## src/rtl/ilx_pkg.sv

```systemverilog
// ----------------------------------------------------------------------------
// ilx_pkg
// Shared types and constants for the integer literal lexer: lexer states,
// token kind codes, character codes and the hex digit decoder.
// ----------------------------------------------------------------------------
`default_nettype none

package ilx_pkg;

  // Lexer states. Codes above ST_OCTL carry no meaning.
  typedef enum logic [3:0] {
    ST_WS   = 4'd0,
    ST_ZERO = 4'd1,
    ST_OCT  = 4'd2,
    ST_HEX  = 4'd3,
    ST_DEC  = 4'd4,
    ST_ILL  = 4'd5,
    ST_PFX  = 4'd6,
    ST_DECL = 4'd7,
    ST_HEXL = 4'd8,
    ST_OCTL = 4'd9
  } lex_state_t;

  // Token kind codes as shown on the result port.
  typedef enum logic [1:0] {
    KIND_DEC     = 2'd0,
    KIND_OCT     = 2'd1,
    KIND_HEX     = 2'd2,
    KIND_ILLEGAL = 2'd3
  } token_kind_t;

  localparam logic [7:0] CHAR_SPACE   = 8'h20;
  localparam logic [7:0] CHAR_NEWLINE = 8'h0A;
  localparam logic [7:0] CHAR_ZERO    = 8'h30;
  localparam logic [7:0] CHAR_SEVEN   = 8'h37;
  localparam logic [7:0] CHAR_NINE    = 8'h39;
  localparam logic [7:0] CHAR_UPPER_L = 8'h4C;
  localparam logic [7:0] CHAR_LOWER_X = 8'h78;
  localparam logic [7:0] CHAR_UPPER_X = 8'h58;
  localparam logic [7:0] CHAR_LOWER_A = 8'h61;
  localparam logic [7:0] CHAR_LOWER_F = 8'h66;
  localparam logic [7:0] CHAR_UPPER_A = 8'h41;
  localparam logic [7:0] CHAR_UPPER_F = 8'h46;

  // Hex digit value in the low four bits; bit 4 set means not a hex digit.
  function automatic logic [4:0] hex_digit(input logic [7:0] c);
    logic [4:0] res;
    res = 5'd16;
    if (c >= CHAR_ZERO && c <= CHAR_NINE) begin
      res = {1'b0, 4'(c - CHAR_ZERO)};
    end else if (c >= CHAR_LOWER_A && c <= CHAR_LOWER_F) begin
      res = {1'b0, 4'(c - CHAR_LOWER_A + 8'd10)};
    end else if (c >= CHAR_UPPER_A && c <= CHAR_UPPER_F) begin
      res = {1'b0, 4'(c - CHAR_UPPER_A + 8'd10)};
    end
    return res;
  endfunction

endpackage

`default_nettype wire

```

## src/rtl/integer_literal_lexer.sv

```systemverilog
// ----------------------------------------------------------------------------
// integer_literal_lexer
// Character-stream lexer that classifies whitespace-separated C integer
// literals (decimal, octal, hex, optional L suffix) and reports each token.
// ----------------------------------------------------------------------------
//
//  Channel  | Direction | Handshake                 | Payload
//  ---------+-----------+---------------------------+--------------------------
//  char     | in        | char_valid / char_stall   | char_byte
//  token    | out       | token_valid / token_stall | token_index, token_kind,
//           |           |                           | is_long, literal_value
//
// One character transaction is taken in every clock cycle when the result side
// keeps up. A character is held in an input register, where the state update
// and the constant multiply-accumulate of the value are done; a token result
// is loaded into the output register when its terminating whitespace leaves
// the input register.
// Reset (rst, synchronous, active high) returns the lexer to the whitespace
// state with a zero value and zero token count, and empties both registers.
// When the output register holds a result that is stalled, characters that do
// not end a token are still processed; only a token-ending whitespace waits,
// and then char_stall is raised once the input register is occupied.
//
// ----------------------------------------------------------------------------
`default_nettype none

module integer_literal_lexer #(
  parameter int VALUE_WIDTH = 32
) (
  input  wire logic        clk,
  input  wire logic        rst,
  input  wire logic        char_valid,
  output logic             char_stall,
  input  wire logic [7:0]  char_byte,
  output logic             token_valid,
  input  wire logic        token_stall,
  output logic [31:0]      token_index,
  output logic [1:0]       token_kind,
  output logic             is_long,
  output logic [31:0]      literal_value
);

  // Input register: the character waiting to be lexed.
  logic       char_full;
  logic [7:0] char_reg;

  // Lexer state held between characters.
  ilx_pkg::lex_state_t    lex_state;
  ilx_pkg::lex_state_t    lex_state_next;
  logic [VALUE_WIDTH-1:0] token_value;
  logic [VALUE_WIDTH-1:0] token_value_next;
  logic [31:0]            token_count;

  // Decoded character.
  logic       is_ws;
  logic       is_dec_digit;
  logic       is_oct_digit;
  logic [4:0] hex_val;
  logic       is_hex_digit;

  // Result of the current character.
  logic                 emit;
  ilx_pkg::token_kind_t emit_kind;
  logic                 emit_long;
  logic [63:0]          emit_value_wide;
  logic                 out_free;
  logic                 consume;

  assign is_ws        = (char_reg == ilx_pkg::CHAR_SPACE) ||
                        (char_reg == ilx_pkg::CHAR_NEWLINE);
  assign is_dec_digit = (char_reg >= ilx_pkg::CHAR_ZERO) &&
                        (char_reg <= ilx_pkg::CHAR_NINE);
  assign is_oct_digit = (char_reg >= ilx_pkg::CHAR_ZERO) &&
                        (char_reg <= ilx_pkg::CHAR_SEVEN);
  assign hex_val      = ilx_pkg::hex_digit(char_reg);
  assign is_hex_digit = !hex_val[4];

  // A token ends on the first whitespace after it; whitespace between tokens
  // produces nothing.
  assign emit     = char_full && is_ws && (lex_state != ilx_pkg::ST_WS);
  // The output register can take a new result if it is empty or being drained.
  assign out_free = !token_valid || !token_stall;
  // The held character is processed unless it must wait for the output.
  assign consume    = char_full && (!emit || out_free);
  assign char_stall = char_full && !consume;

  // Next-state logic of the lexer.
  always_comb begin
    lex_state_next = lex_state;
    if (is_ws) begin
      lex_state_next = ilx_pkg::ST_WS;
    end else begin
      case (lex_state)
        ilx_pkg::ST_WS: begin
          if (char_reg == ilx_pkg::CHAR_ZERO) begin
            lex_state_next = ilx_pkg::ST_ZERO;
          end else if (is_dec_digit) begin
            lex_state_next = ilx_pkg::ST_DEC;
          end else begin
            lex_state_next = ilx_pkg::ST_ILL;
          end
        end
        ilx_pkg::ST_ZERO: begin
          if (is_oct_digit) begin
            lex_state_next = ilx_pkg::ST_OCT;
          end else if (char_reg == ilx_pkg::CHAR_LOWER_X ||
                       char_reg == ilx_pkg::CHAR_UPPER_X) begin
            lex_state_next = ilx_pkg::ST_PFX;
          end else begin
            lex_state_next = ilx_pkg::ST_ILL;
          end
        end
        ilx_pkg::ST_OCT: begin
          if (is_oct_digit) begin
            lex_state_next = ilx_pkg::ST_OCT;
          end else if (char_reg == ilx_pkg::CHAR_UPPER_L) begin
            lex_state_next = ilx_pkg::ST_OCTL;
          end else begin
            lex_state_next = ilx_pkg::ST_ILL;
          end
        end
        ilx_pkg::ST_PFX: begin
          if (is_hex_digit) begin
            lex_state_next = ilx_pkg::ST_HEX;
          end else begin
            lex_state_next = ilx_pkg::ST_ILL;
          end
        end
        ilx_pkg::ST_HEX: begin
          if (is_hex_digit) begin
            lex_state_next = ilx_pkg::ST_HEX;
          end else if (char_reg == ilx_pkg::CHAR_UPPER_L) begin
            lex_state_next = ilx_pkg::ST_HEXL;
          end else begin
            lex_state_next = ilx_pkg::ST_ILL;
          end
        end
        ilx_pkg::ST_DEC: begin
          if (is_dec_digit) begin
            lex_state_next = ilx_pkg::ST_DEC;
          end else if (char_reg == ilx_pkg::CHAR_UPPER_L) begin
            lex_state_next = ilx_pkg::ST_DECL;
          end else begin
            lex_state_next = ilx_pkg::ST_ILL;
          end
        end
        default: begin
          // Illegal stays illegal, and anything after a suffix breaks it.
          lex_state_next = ilx_pkg::ST_ILL;
        end
      endcase
    end
  end

  // Output logic: value accumulation and the token report.
  always_comb begin
    token_value_next = token_value;
    emit_kind        = ilx_pkg::KIND_ILLEGAL;
    emit_long        = 1'b0;

    case (lex_state)
      ilx_pkg::ST_DEC, ilx_pkg::ST_ZERO: begin
        emit_kind = ilx_pkg::KIND_DEC;
      end
      ilx_pkg::ST_DECL: begin
        emit_kind = ilx_pkg::KIND_DEC;
        emit_long = 1'b1;
      end
      ilx_pkg::ST_OCT: begin
        emit_kind = ilx_pkg::KIND_OCT;
      end
      ilx_pkg::ST_OCTL: begin
        emit_kind = ilx_pkg::KIND_OCT;
        emit_long = 1'b1;
      end
      ilx_pkg::ST_HEX: begin
        emit_kind = ilx_pkg::KIND_HEX;
      end
      ilx_pkg::ST_HEXL: begin
        emit_kind = ilx_pkg::KIND_HEX;
        emit_long = 1'b1;
      end
      default: begin
        emit_kind = ilx_pkg::KIND_ILLEGAL;
      end
    endcase

    if (is_ws) begin
      token_value_next = '0;
    end else begin
      case (lex_state_next)
        ilx_pkg::ST_DEC: begin
          token_value_next = (token_value << 3) + (token_value << 1) +
                             VALUE_WIDTH'(hex_val[3:0]);
        end
        ilx_pkg::ST_OCT: begin
          token_value_next = (token_value << 3) + VALUE_WIDTH'(hex_val[3:0]);
        end
        ilx_pkg::ST_HEX: begin
          token_value_next = (token_value << 4) + VALUE_WIDTH'(hex_val[3:0]);
        end
        ilx_pkg::ST_DECL, ilx_pkg::ST_OCTL, ilx_pkg::ST_HEXL: begin
          token_value_next = token_value;
        end
        default: begin
          token_value_next = '0;
        end
      endcase
    end
  end

  // Illegal tokens report a zero value; the value is shown in 32 bits.
  assign emit_value_wide = (emit_kind == ilx_pkg::KIND_ILLEGAL) ? 64'd0 :
                           64'(token_value);

  // Input register.
  always_ff @(posedge clk) begin
    if (rst) begin
      char_full <= 1'b0;
    end else if (!char_stall) begin
      char_full <= char_valid;
    end
    if (!char_stall && char_valid) begin
      char_reg <= char_byte;
    end
  end

  // Lexer state.
  always_ff @(posedge clk) begin
    if (rst) begin
      lex_state   <= ilx_pkg::ST_WS;
      token_value <= '0;
      token_count <= '0;
    end else if (consume) begin
      lex_state   <= lex_state_next;
      token_value <= token_value_next;
      if (emit) begin
        token_count <= token_count + 32'd1;
      end
    end
  end

  // Output register.
  always_ff @(posedge clk) begin
    if (rst) begin
      token_valid <= 1'b0;
    end else if (emit && consume) begin
      token_valid <= 1'b1;
    end else if (!token_stall) begin
      token_valid <= 1'b0;
    end
    if (emit && consume) begin
      token_index   <= token_count + 32'd1;
      token_kind    <= emit_kind;
      is_long       <= emit_long;
      literal_value <= emit_value_wide[31:0];
    end
  end

endmodule

`default_nettype wire

```

## config.mk

```make
export PLATFORM = sky130hd
export DESIGN_NAME = integer_literal_lexer
export DESIGN_NICKNAME = d
export VERILOG_FILES = /design/src/rtl/ilx_pkg.sv /design/src/rtl/integer_literal_lexer.sv
export SDC_FILE = /design/constraint.sdc
export NUM_CORES = 1
export LEC_CHECK = 0
export ABC_CLOCK_PERIOD_IN_PS = 5100
export BUFFER_PORTS_ARGS = -buffer_cell sky130_fd_sc_hd__buf_4
export CAP_MARGIN = 20
export CORE_MARGIN = 2
export CORE_UTILIZATION = 26
export CTS_CLUSTER_DIAMETER = 30
export CTS_CLUSTER_SIZE = 8
export DETAILED_ROUTE_END_ITERATION = 6
export PLACE_DENSITY = 0.47
export SLEW_MARGIN = 20
export SYNTH_ARGS = -nofsm -noshare
export SYNTH_HDL_FRONTEND = slang
export SYNTH_SLANG_ARGS = --single-unit
export TNS_END_PERCENT = 1
```

## constraint.sdc

```tcl
create_clock -name clk -period 5.1 [get_ports clk]
set_input_delay 0.255 -clock clk [delete_from_list [all_inputs] [get_ports clk]]
set_output_delay 0.255 -clock clk [all_outputs]
set_load 0.005 [all_outputs]
```

Yosys cells after proc, flatten, opt, wreduce, memory -nomap -nowiden

Index checks and enable logic that the tools add are counted.

Register bits: 145
Input bits: 12
Output and inout bits: 69
Word-level logic and storage cells: 100

Add/sub/neg operators: 10
$lt $le $gt $ge: 7
Equal/unequal tests: 23
Muxes and demuxes: 22
Reduce and logical (&&, ||, !) cells: 28

Operator list:

| cell                                                               | number |
|---|---|
| one-hot mux 32 bit (4 select lines)                                | 1 |
| adder 32 x 4 -> 32 bit                                             | 3 |
| adder 32 x 1 -> 32 bit (second input constant)                     | 1 |
| adder 32 bit                                                       | 1 |
| two-way mux 32 bit                                                 | 1 |
| equality test 8 x 7 -> 1 bit (second input constant)               | 3 |
| one-hot mux 4 bit (6 select lines)                                 | 1 |
| equality test 4 x 3 -> 1 bit (second input constant)               | 5 |
| two-way mux 4 bit                                                  | 5 |
| equality test 4 x 2 -> 1 bit (second input constant)               | 4 |
| equality test 4 bit (second input constant)                        | 4 |
| equality test 8 x 6 -> 1 bit (second input constant)               | 2 |
| greater-or-equal comparator 8 x 7 -> 1 bit (second input constant) | 2 |
| less-or-equal comparator 8 x 6 -> 1 bit (second input constant)    | 2 |
| less-or-equal comparator 8 x 7 -> 1 bit (second input constant)    | 2 |
| two-way mux 5 bit                                                  | 3 |
| subtractor 4 x 1 -> 4 bit (second input constant)                  | 3 |
| logical AND 1 bit                                                  | 10 |
| two-way mux 3 bit                                                  | 3 |
| OR reduction 3 bit                                                 | 3 |
| adder 4 bit (second input constant)                                | 2 |
| equality test 8 x 4 -> 1 bit (second input constant)               | 1 |
| greater-or-equal comparator 8 x 6 -> 1 bit (second input constant) | 1 |
| two-way mux 2 bit                                                  | 3 |
| 12 further kinds                                                   | 24 |

Depth between registers and ports, before layout

Gate-level depths: netlist of run 1.

Word-level depth: 12
Depth in mapped cells: 20

Worst setup path before layout of run 1

No wires, ideal clock.

Path kind: flip-flop to flip-flop
From: register char_reg[0]
To: register token_count[15]
Arrival: 3935 ps
Required time: 4972 ps
Path slack: 1038 ps
Cell stages (with the launch flop): 12
Cell sequence: edfxtp_1 > inv_1 > ha_1 > and3b_1 > o21ai_1 > nor2_1 > nand2_1 > clkinv_1 > buf_1 > nand2_1 > xnor2_1 > nor2_1

Cells in the longest elaborated chain, start to end: 8

RTL lines:

| element                                                                             | RTL line                                                 | RTL |
|---|---|---|
| from (decl)                                                                         | integer_literal_lexer.sv:45                              | `logic [7:0] char_reg;` |
| from (signal assigned)                                                              | integer_literal_lexer.sv:224                             | `char_reg <= char_byte;` |
| equality test 8 x 6 -> 1 bit / equality test 8 x 4 -> 1 bit (equally long branches) | integer_literal_lexer.sv:69, integer_literal_lexer.sv:70 |  |
| logical OR 1 bit *                                                                  | integer_literal_lexer.sv:69                              | `assign is_ws = (char_reg == ilx_pkg::CHAR_SPACE) \|\|` |
| logical AND 1 bit * (2 in a row)                                                    | integer_literal_lexer.sv:80                              | `assign emit = char_full && is_ws && (lex_state != ilx_pkg::ST_WS);` |
| zero test 1 bit                                                                     | integer_literal_lexer.sv:84                              | `assign consume = char_full && (!emit \|\| out_free);` |
| logical OR 1 bit                                                                    | integer_literal_lexer.sv:84                              |  |
| logical AND 1 bit                                                                   | integer_literal_lexer.sv:84                              |  |
| AND reduction 2 bit (no source line) *                                              | n/a                                                      |  |
| to (signal assigned)                                                                | integer_literal_lexer.sv:238                             | `token_count <= token_count + 32'd1;` |
| to (decl)                                                                           | integer_literal_lexer.sv:52                              | `logic [31:0] token_count;` |

Mark *: on every way between the ends. The rest lies on a longest branch, timed or not.
A chain may end at the register's enable or synchronous reset.

Final worst setup path of run 1

From: register char_reg[0]
To: register token_value[30]

Cells in the longest elaborated chain, start to end: 12

RTL lines:

| element                                                         | RTL line                     | RTL |
|---|---|---|
| branches (longest 12 deep; another with adder 32 x 4 -> 32 bit) | n/a                          |  |
| to (signal assigned)                                            | integer_literal_lexer.sv:236 | `token_value <= token_value_next;` |
| to (decl)                                                       | integer_literal_lexer.sv:50  | `logic [VALUE_WIDTH-1:0] token_value;` |

Parallel ways; which one is timed is not known.

==> metrics.md, run 1 <==
| Metric | Value |
|---|---|
| Status | `complete, no violations` |
| Syn_nets | `~1.1k` |
| Part of the power in the clock network | `roughly half` |
| Slew margin rel. | `between 20 and 30%` |
| Vias/cell | `4.89` |
| Setup bufs post-CTS | `0` |
| Clk_skew | `0.0148 ns` |
| Critical Path Fanout Max | `8` |
| Register share of total power | `a little under half` |
| Wirelength, routed | `around 25000 um` |
| Die Y | `192 um` |
| Total gr overflow | `0` |
| Die Wd | `192 um` |
| Final Util | `about a third` |
| Gate power share | `4.1%` |
| Cts bufs inserted | `17` |
| TritonRoute pass-1 iters | `5` |
| # DRC | `0` |
| Area Growth Syn to Fin | `19.5%` |
| Minimum clock period | `4.72 ns` |
| Starting Density | `between 20% and 30%` |
| Synth async-reset ratio | `0%` |
| YS warnings | `0` |
| CP Class | `reg -> reg` |
| Main synth FF type | `edfxtp_1` |
| Leak | `roughly 4.3 nW` |
| Post-route setup TNS | `0 ns` |
| Core area | `about 35000 um2` |
| Post-synth EDFFs | `75` |
| Clk_lat worst skew | `around 0.43 ns` |
| Internal | `about 0.002 W` |
| Initial antenna violation count | `0` |
| Post-Layout Cell Count | `around 1.5k` |
| Hold Fails Final Rpt | `0` |
| Most frequent cells in the layout | `95 x nor2_1, 95 x nand2_1, 92 x buf_4` |
| CTS sink cnt | `between 100 and 150` |
| Worst hold margin | `0.0587 ns` |
| I/O Buffers | `80` |
| Die ar. | `~37000 um2` |
| Root buffer cell | `clkbuf_16` |
| CP startpoint kind | `flop` |
| Synthesized area | `between 9000 and 10000 um2` |
| Worst Hold Launch | `char_valid` |
| Psw | `0.000674 W` |
| Worst Path Required | `between 5 and 6 ns` |
| Period utilization | `around 93%` |
| Unrepaired setup endpoints after global routing | `no` |
| Worst Hold Class | `in -> reg` |
| Count of final max-slew check failures | `0` |
| Layout cells sized above 1 | `between 15 and 20%` |
| Mapped Cells | `between 900 and 1k` |
| Pwr Total | `~0.0027 W` |
| Number of top-level pins | `between 80 and 90` |
| Worst-Margin Slew | `roughly 1.1 ns` |
| Final ANT Viol Nets | `0` |
| Vias in the first global route | `7455` |
| Detailed-route wire length per cell | `roughly 16 um` |
| F_max | `approximately 210 MHz` |
| Seq/Total Area, Yosys | `approximately two fifths` |
| Syn avg cell area | `9.31 um2` |
| # rows | `68` |
| CTS tree | `yes` |
| Synth unique cells | `79` |
| Final Net Count | `around 1.1k` |
| Peak VDD IR | `0.203 mV` |
| Max-cap violation count | `0` |
| Power Dens Cells | `248 nW/um2` |
| Htree depth | `4` |
| Crit. Startpoint | `char_reg[0]` |
| Clock transition at path regs | `around 0.07 ns` |
| GP Congestion | `~0.85` |
| First-pass GRT wire length | `roughly 40000 um` |
| Vias | `between 7k and 8k` |
| Post-detail-place hpwl | `17200 um` |
| Pin count of the biggest net entering global routing | `66` |
| CP Capture Type | `flop` |
| Setup-failing EPs final | `0` |
| Switching fraction of total power | `approximately a quarter` |
| Starting DRT DRC Count | `about 530` |
| N_diodes | `0` |
| RR Startpoint | `char_reg[0]` |
| Yosys reg bits | `145` |
| Total track usage | `between 10% and 20%` |
| Clk buf depth | `2` |
| Placed cells | `between 1k and 1.5k` |
| WP data arrival | `roughly 5.1 ns` |
| Filler cells | `roughly 3.6k` |
[synthesized netlist by cell type, types with 4 or more instances]
master / number / share of area [%]
a211o_1: 4 / 0.38
a211oi_1: 8 / 0.66
a21o_1: 12 / 0.98
a21oi_1: 56 / 3.1
a221oi_2: 4 / 0.66
a222oi_1: 4 / 0.44
a22oi_1: 12 / 0.98
a22oi_2: 9 / 1.2
a31oi_1: 7 / 0.48
a32oi_1: 5 / 0.48
and2_1: 37 / 2.5
and3_1: 12 / 0.82
buf_2: 10 / 0.55
clkbuf_1: 31 / 1.3
dfxtp_1: 70 / 15
edfxtp_1: 75 / 25
ha_1: 65 / 8.9
inv_1: 20 / 0.82
nand2_1: 95 / 3.9
nand2b_1: 11 / 0.75
nand3_1: 39 / 2.1
nand4_1: 9 / 0.61
nand4b_1: 4 / 0.38
nor2_1: 95 / 3.9
nor2b_1: 7 / 0.48
nor3_1: 12 / 0.66
nor4_1: 6 / 0.41
o211ai_1: 6 / 0.49
o21a_1: 5 / 0.41
o21ai_0: 55 / 3.0
o21ai_1: 12 / 0.66
o31ai_1: 14 / 1.1
or3_1: 15 / 1.0
xnor2_1: 46 / 4.4
xor2_1: 39 / 3.7
[worst max-delay path, cell delays in order, from the launching register on]
cell      delay [ns]
edfxtp_1        0.43
inv_1           0.15
ha_1            0.24
o21bai_1        0.14
a21oi_4         0.30
nor2_1          0.10
xnor2_1         0.14
nor2_1          0.25
fa_1            0.49
inv_1           0.10
fa_1            0.21
nor2b_1         0.07
o31a_1          0.27
o31ai_1         0.28
nand3_1         0.29
a211o_1         0.38
o22ai_1         0.24
mux2i_1         0.20
o21ai_0         0.11
a211oi_1        0.24
[what timing repair did]
action | in CTS | in global routing
gates resized for setup | 0 | 1
endpoints found under the setup margin | 0 | 1
endpoints found under the hold margin | 8 | 0
hold buffers | 8 | 0
[stage by stage]
step / setup WS [ns] / instance area [um2]
3_3_place_gp: 0.560 / 10200
3_5_place_dp: 0.322 / 10200
5_1_grt: 0.00187 / 11000
6_report: 0.379 / 11000
4_1_cts: 0.273 / 10900
2_1_floorplan: 1.04 / 9170
[layout make-up]
cell class              instances  area [um2]  area share (%)
clock buffers                  18         450            4.11
multi-input cells             773        5250            47.9
inverters                      21        80.1           0.731
flip-flops and latches        145        3650            33.4
clock inverters                14         180            1.65
repair buffers                100         771            7.04
well taps                     455         569            5.20
[cells by family (layout without fill, tap and decap cells)]
group | after synthesis | count (layout) | share of synthesized area, %
adder cells (fa/ha/maj) | 67 | 67 | 9.31
flip-flops | 145 | 145 | 39.9
multiplexers | 4 | 4 | 0.451
XOR/XNOR | 85 | 85 | 8.12
buffers and inverters | 66 | 153 | 3.09
AND/OR/NAND/NOR | 372 | 372 | 20.7
AO/OA/AOI/OAI | 245 | 245 | 18.4
[power by group through the flow]
stage / Sequential, W / Clock [W] / Combinational (W)
global placement: 0.00126 / 0 / 0.000106
global route: 0.00124 / 0.00146 / 0.000123
finish: 0.00124 / 0.00137 / 0.000111
detailed placement: 0.00126 / 0 / 0.000106
CTS: 0.00124 / 0.00141 / 0.000112
floorplan: 0.00126 / 0 / 0.0000777
[routing by layer]
metal	vias up	share of wire [%]	global-route usage (%)
met5	-	0	0
met4	0	1.8	4.35
met3	29	3.5	2.21
met2	134	47	23.5
met1	3543	47	18.0
li1	3758	-	-
[worst paths after layout]
kind	slack, ns	end	cells after the start
hold reg to reg	0.50	token_value[31]	2
setup reg to reg	0.38	token_value[30]	19
setup / recovery	0.38	token_value[30]	19
hold / removal	0.06	char_full	3
No activity file was read; power rests on OpenSTA's default activity.
==> inputs of run 2 (changes only) <==
ABC_AREA = 1   (was not set)
==> metrics.md, run 2 <==
| Metric | Value |
|---|---|
| Status | `complete, no violations` |
| Peak VDD IR | `roughly 0.2 mV` |
| Detailed-route wire length per cell | `15.1 um` |
| Pin count of the biggest net entering global routing | `53` |
| Area Growth Syn to Fin | `17.4%` |
| Syn avg cell area | `6.96 um2` |
| Vias | `between 9k and 10k` |
| GR Layer Usage met2 | `a little under a quarter` |
| Power Dens Cells | `approximately 230 nW/um2` |
| CP Class | `reg -> reg` |
| Worst Path Required | `5.46 ns` |
| Synthesized area | `slightly above 10000 um2` |
| Worst-Margin Slew | `around 1.1 ns` |
| CP max-delay cell | `fa_1` |
| Syn_nets | `between 1.5k and 2k` |
| Number of top-level pins | `81` |
| Total track usage | `15.5%` |
| Synth unique cells | `between 40 and 50` |
| Yosys reg bits | `between 100 and 150` |
| Max-cap violation count | `0` |
| TritonRoute pass-1 iters | `5` |
| Count of final max-slew check failures | `0` |
| Largest area contributor in the netlist | `edfxtp_1` |
| Worst Hold Launch | `token_stall` |
| Initial antenna violation count | `0` |
| Cts bufs inserted | `17` |
| Most frequent cell on the critical path | `nand2_1` |
| F_max | `254 MHz` |
| Multi-input logic area | `between 5000 and 6000 um2` |
| Slew margin rel. | `between 20 and 30%` |
| Post-route setup TNS | `0 ns` |
| Period utilization | `a little under 80%` |
| Met1 GRT Util | `around 22%` |
| WP data arrival | `~4.3 ns` |
| Minimum clock period | `slightly below 4 ns` |
| Post-synth EDFFs | `75` |
| Post-Layout Cell Count | `about 2.1k` |
| Most used standard cell by instance count after synthesis | `nand2_1` |
| Hold Fails Final Rpt | `0` |
| Layout cells sized above 1 | `10.1%` |
| Final Util | `between 30% and 40%` |
| Synth async-reset ratio | `0%` |
| CTS tree | `yes` |
| Root buffer cell | `clkbuf_16` |
| Clk buf depth | `2` |
| CP startpoint kind | `flop` |
| First-pass GRT wire length | `roughly 50000 um` |
| Post-detail-place hpwl | `~24000 um` |
| Clk_lat worst skew | `roughly 0.43 ns` |
| Filler cells | `between 4k and 5k` |
| Total gr overflow | `0` |
| Most common cell after layout, fill and taps aside | `nand2_1` |
| RR Startpoint | `char_reg[0]` |
| Clock transition at path regs | `roughly 0.06 ns` |
| N_diodes | `0` |
| Starting DRT DRC Count | `695` |
| Most frequent cells in the layout | `441 x nand2_1, 204 x inv_1, 150 x nor2_1` |
| Crit path largest cell delay | `roughly 0.5 ns` |
| # rows | `just over 70` |
| Unrepaired setup endpoints after global routing | `no` |
| Vias in the first global route | `9211` |
| M3 GR Usage | `approximately 3.0%` |
| GP Congestion | `a little under 0.9` |
| YS warnings | `0` |
| Clk_skew | `between 0.01 and 0.015 ns` |
| I/O Buffers | `80` |
| Die Y | `a little over 200 um` |
| Main synth FF type | `edfxtp_1` |
| Worst Hold Class | `in -> reg` |
| Setup ws final | `approximately 1.2 ns` |
| CTS sink cnt | `between 100 and 150` |
| Die Wd | `just over 200 um` |
| Wirelength, routed | `~32000 um` |
| Synth top area cells | `edfxtp_1 22%, nand2_1 16%, dfxtp_1 14%, ha_1 7.9%, inv_1 7.5%` |
| Leak | `approximately 5.4 nW` |
| Placed cells | `2049` |
| Yosys top cell area share | `~22%` |
| Post_cts resized | `0` |
| Register Area | `around 3700 um2` |
| # DRC | `0` |
| Setup-failing EPs final | `0` |
| Vias/cell | `4.65` |
| Mapped Cells | `approximately 1.5k` |
| Worst slack, placed | `1.18 ns` |
| Critical Path Fanout Max | `6` |
| Htree depth | `4` |
| Final ANT Viol Nets | `0` |
| Top post-synthesis cells by count | `441 x nand2_1, 206 x inv_1, 150 x nor2_1` |
| Seq/Total Area, Yosys | `35.4%` |
| Core area | `a little under 40000 um2` |
| Busiest layer in global routing | `met2` |
| CP Capture Type | `flop` |
| Starting Density | `around a quarter` |
| Crit. Startpoint | `char_reg[0]` |
| Final Net Count | `~1.6k` |
| Die ar. | `a little over 40000 um2` |
==> run 2: layer usage <==
metal	part of all wire, %	wire (um)
met4	1.3	409
met1	50	15700
met5	0	0
met2	44	13800
met3	5.4	1710
==> run 2: per-stage QoR <==
stage	area, um2	hold slack (ns)	power, W
after floorplan	10300	0.354	0.00139
after global placement	11400	0.433	0.00142
after detailed placement	11400	0.435	0.00142
after CTS	12100	0.114	0.00279
after global routing	12100	0.162	0.00286
final	12100	0.134	0.00276
==> run 2: critical path, delay by kind of cell (launching register included) <==
family | cells | cell delay [ns]
compound gates | 1 | 0.12
fa+ha+maj | 3 | 1.24
buf+inv | 4 | 0.43
flops | 1 | 0.44
simple gates | 17 | 1.66
==> run 2: worst paths after layout <==
kind | slack [ns] | endpoint | cells past startpoint
setup reg to reg | 1.16 | token_value[22] | 25
hold reg to reg | 0.49 | token_value[31] | 2
setup / recovery | 1.16 | token_value[22] | 25
hold / removal | 0.13 | token_valid | 3
==> run 2: cells by family after synthesis <==
family,share of synthesized area [%]
AND/OR/NAND/NOR,35.0
AO/OA/AOI/OAI,7.83
XOR/XNOR,3.90
buffers and inverters,9.63
adder cells (fa/ha/maj),8.27
flip-flops,35.4
==> run 2: what timing repair did <==
action,CTS,global route
hold buffers,8,0
buffers inserted,0,0
hold endpoints to repair,8,0
==> run 2: where the power goes <==
part | leakage, nW | total (W) | internal [W] | switching (W)
Combinational | 3.84 | 0.000163 | 0.0000439 | 0.000120
Clock | 0.297 | 0.00136 | 0.000836 | 0.000524
Sequential | 1.23 | 0.00124 | 0.00123 | 0.0000109
==> run 2: area by class of cell <==
class	instances	area share [%]
clock buffer	20	3.69
tap	518	5.35
inverter	211	6.55
clock inverter	12	1.49
timing repair buffer	93	5.93
multi-input combinational	1090	46.8
sequential	145	30.2
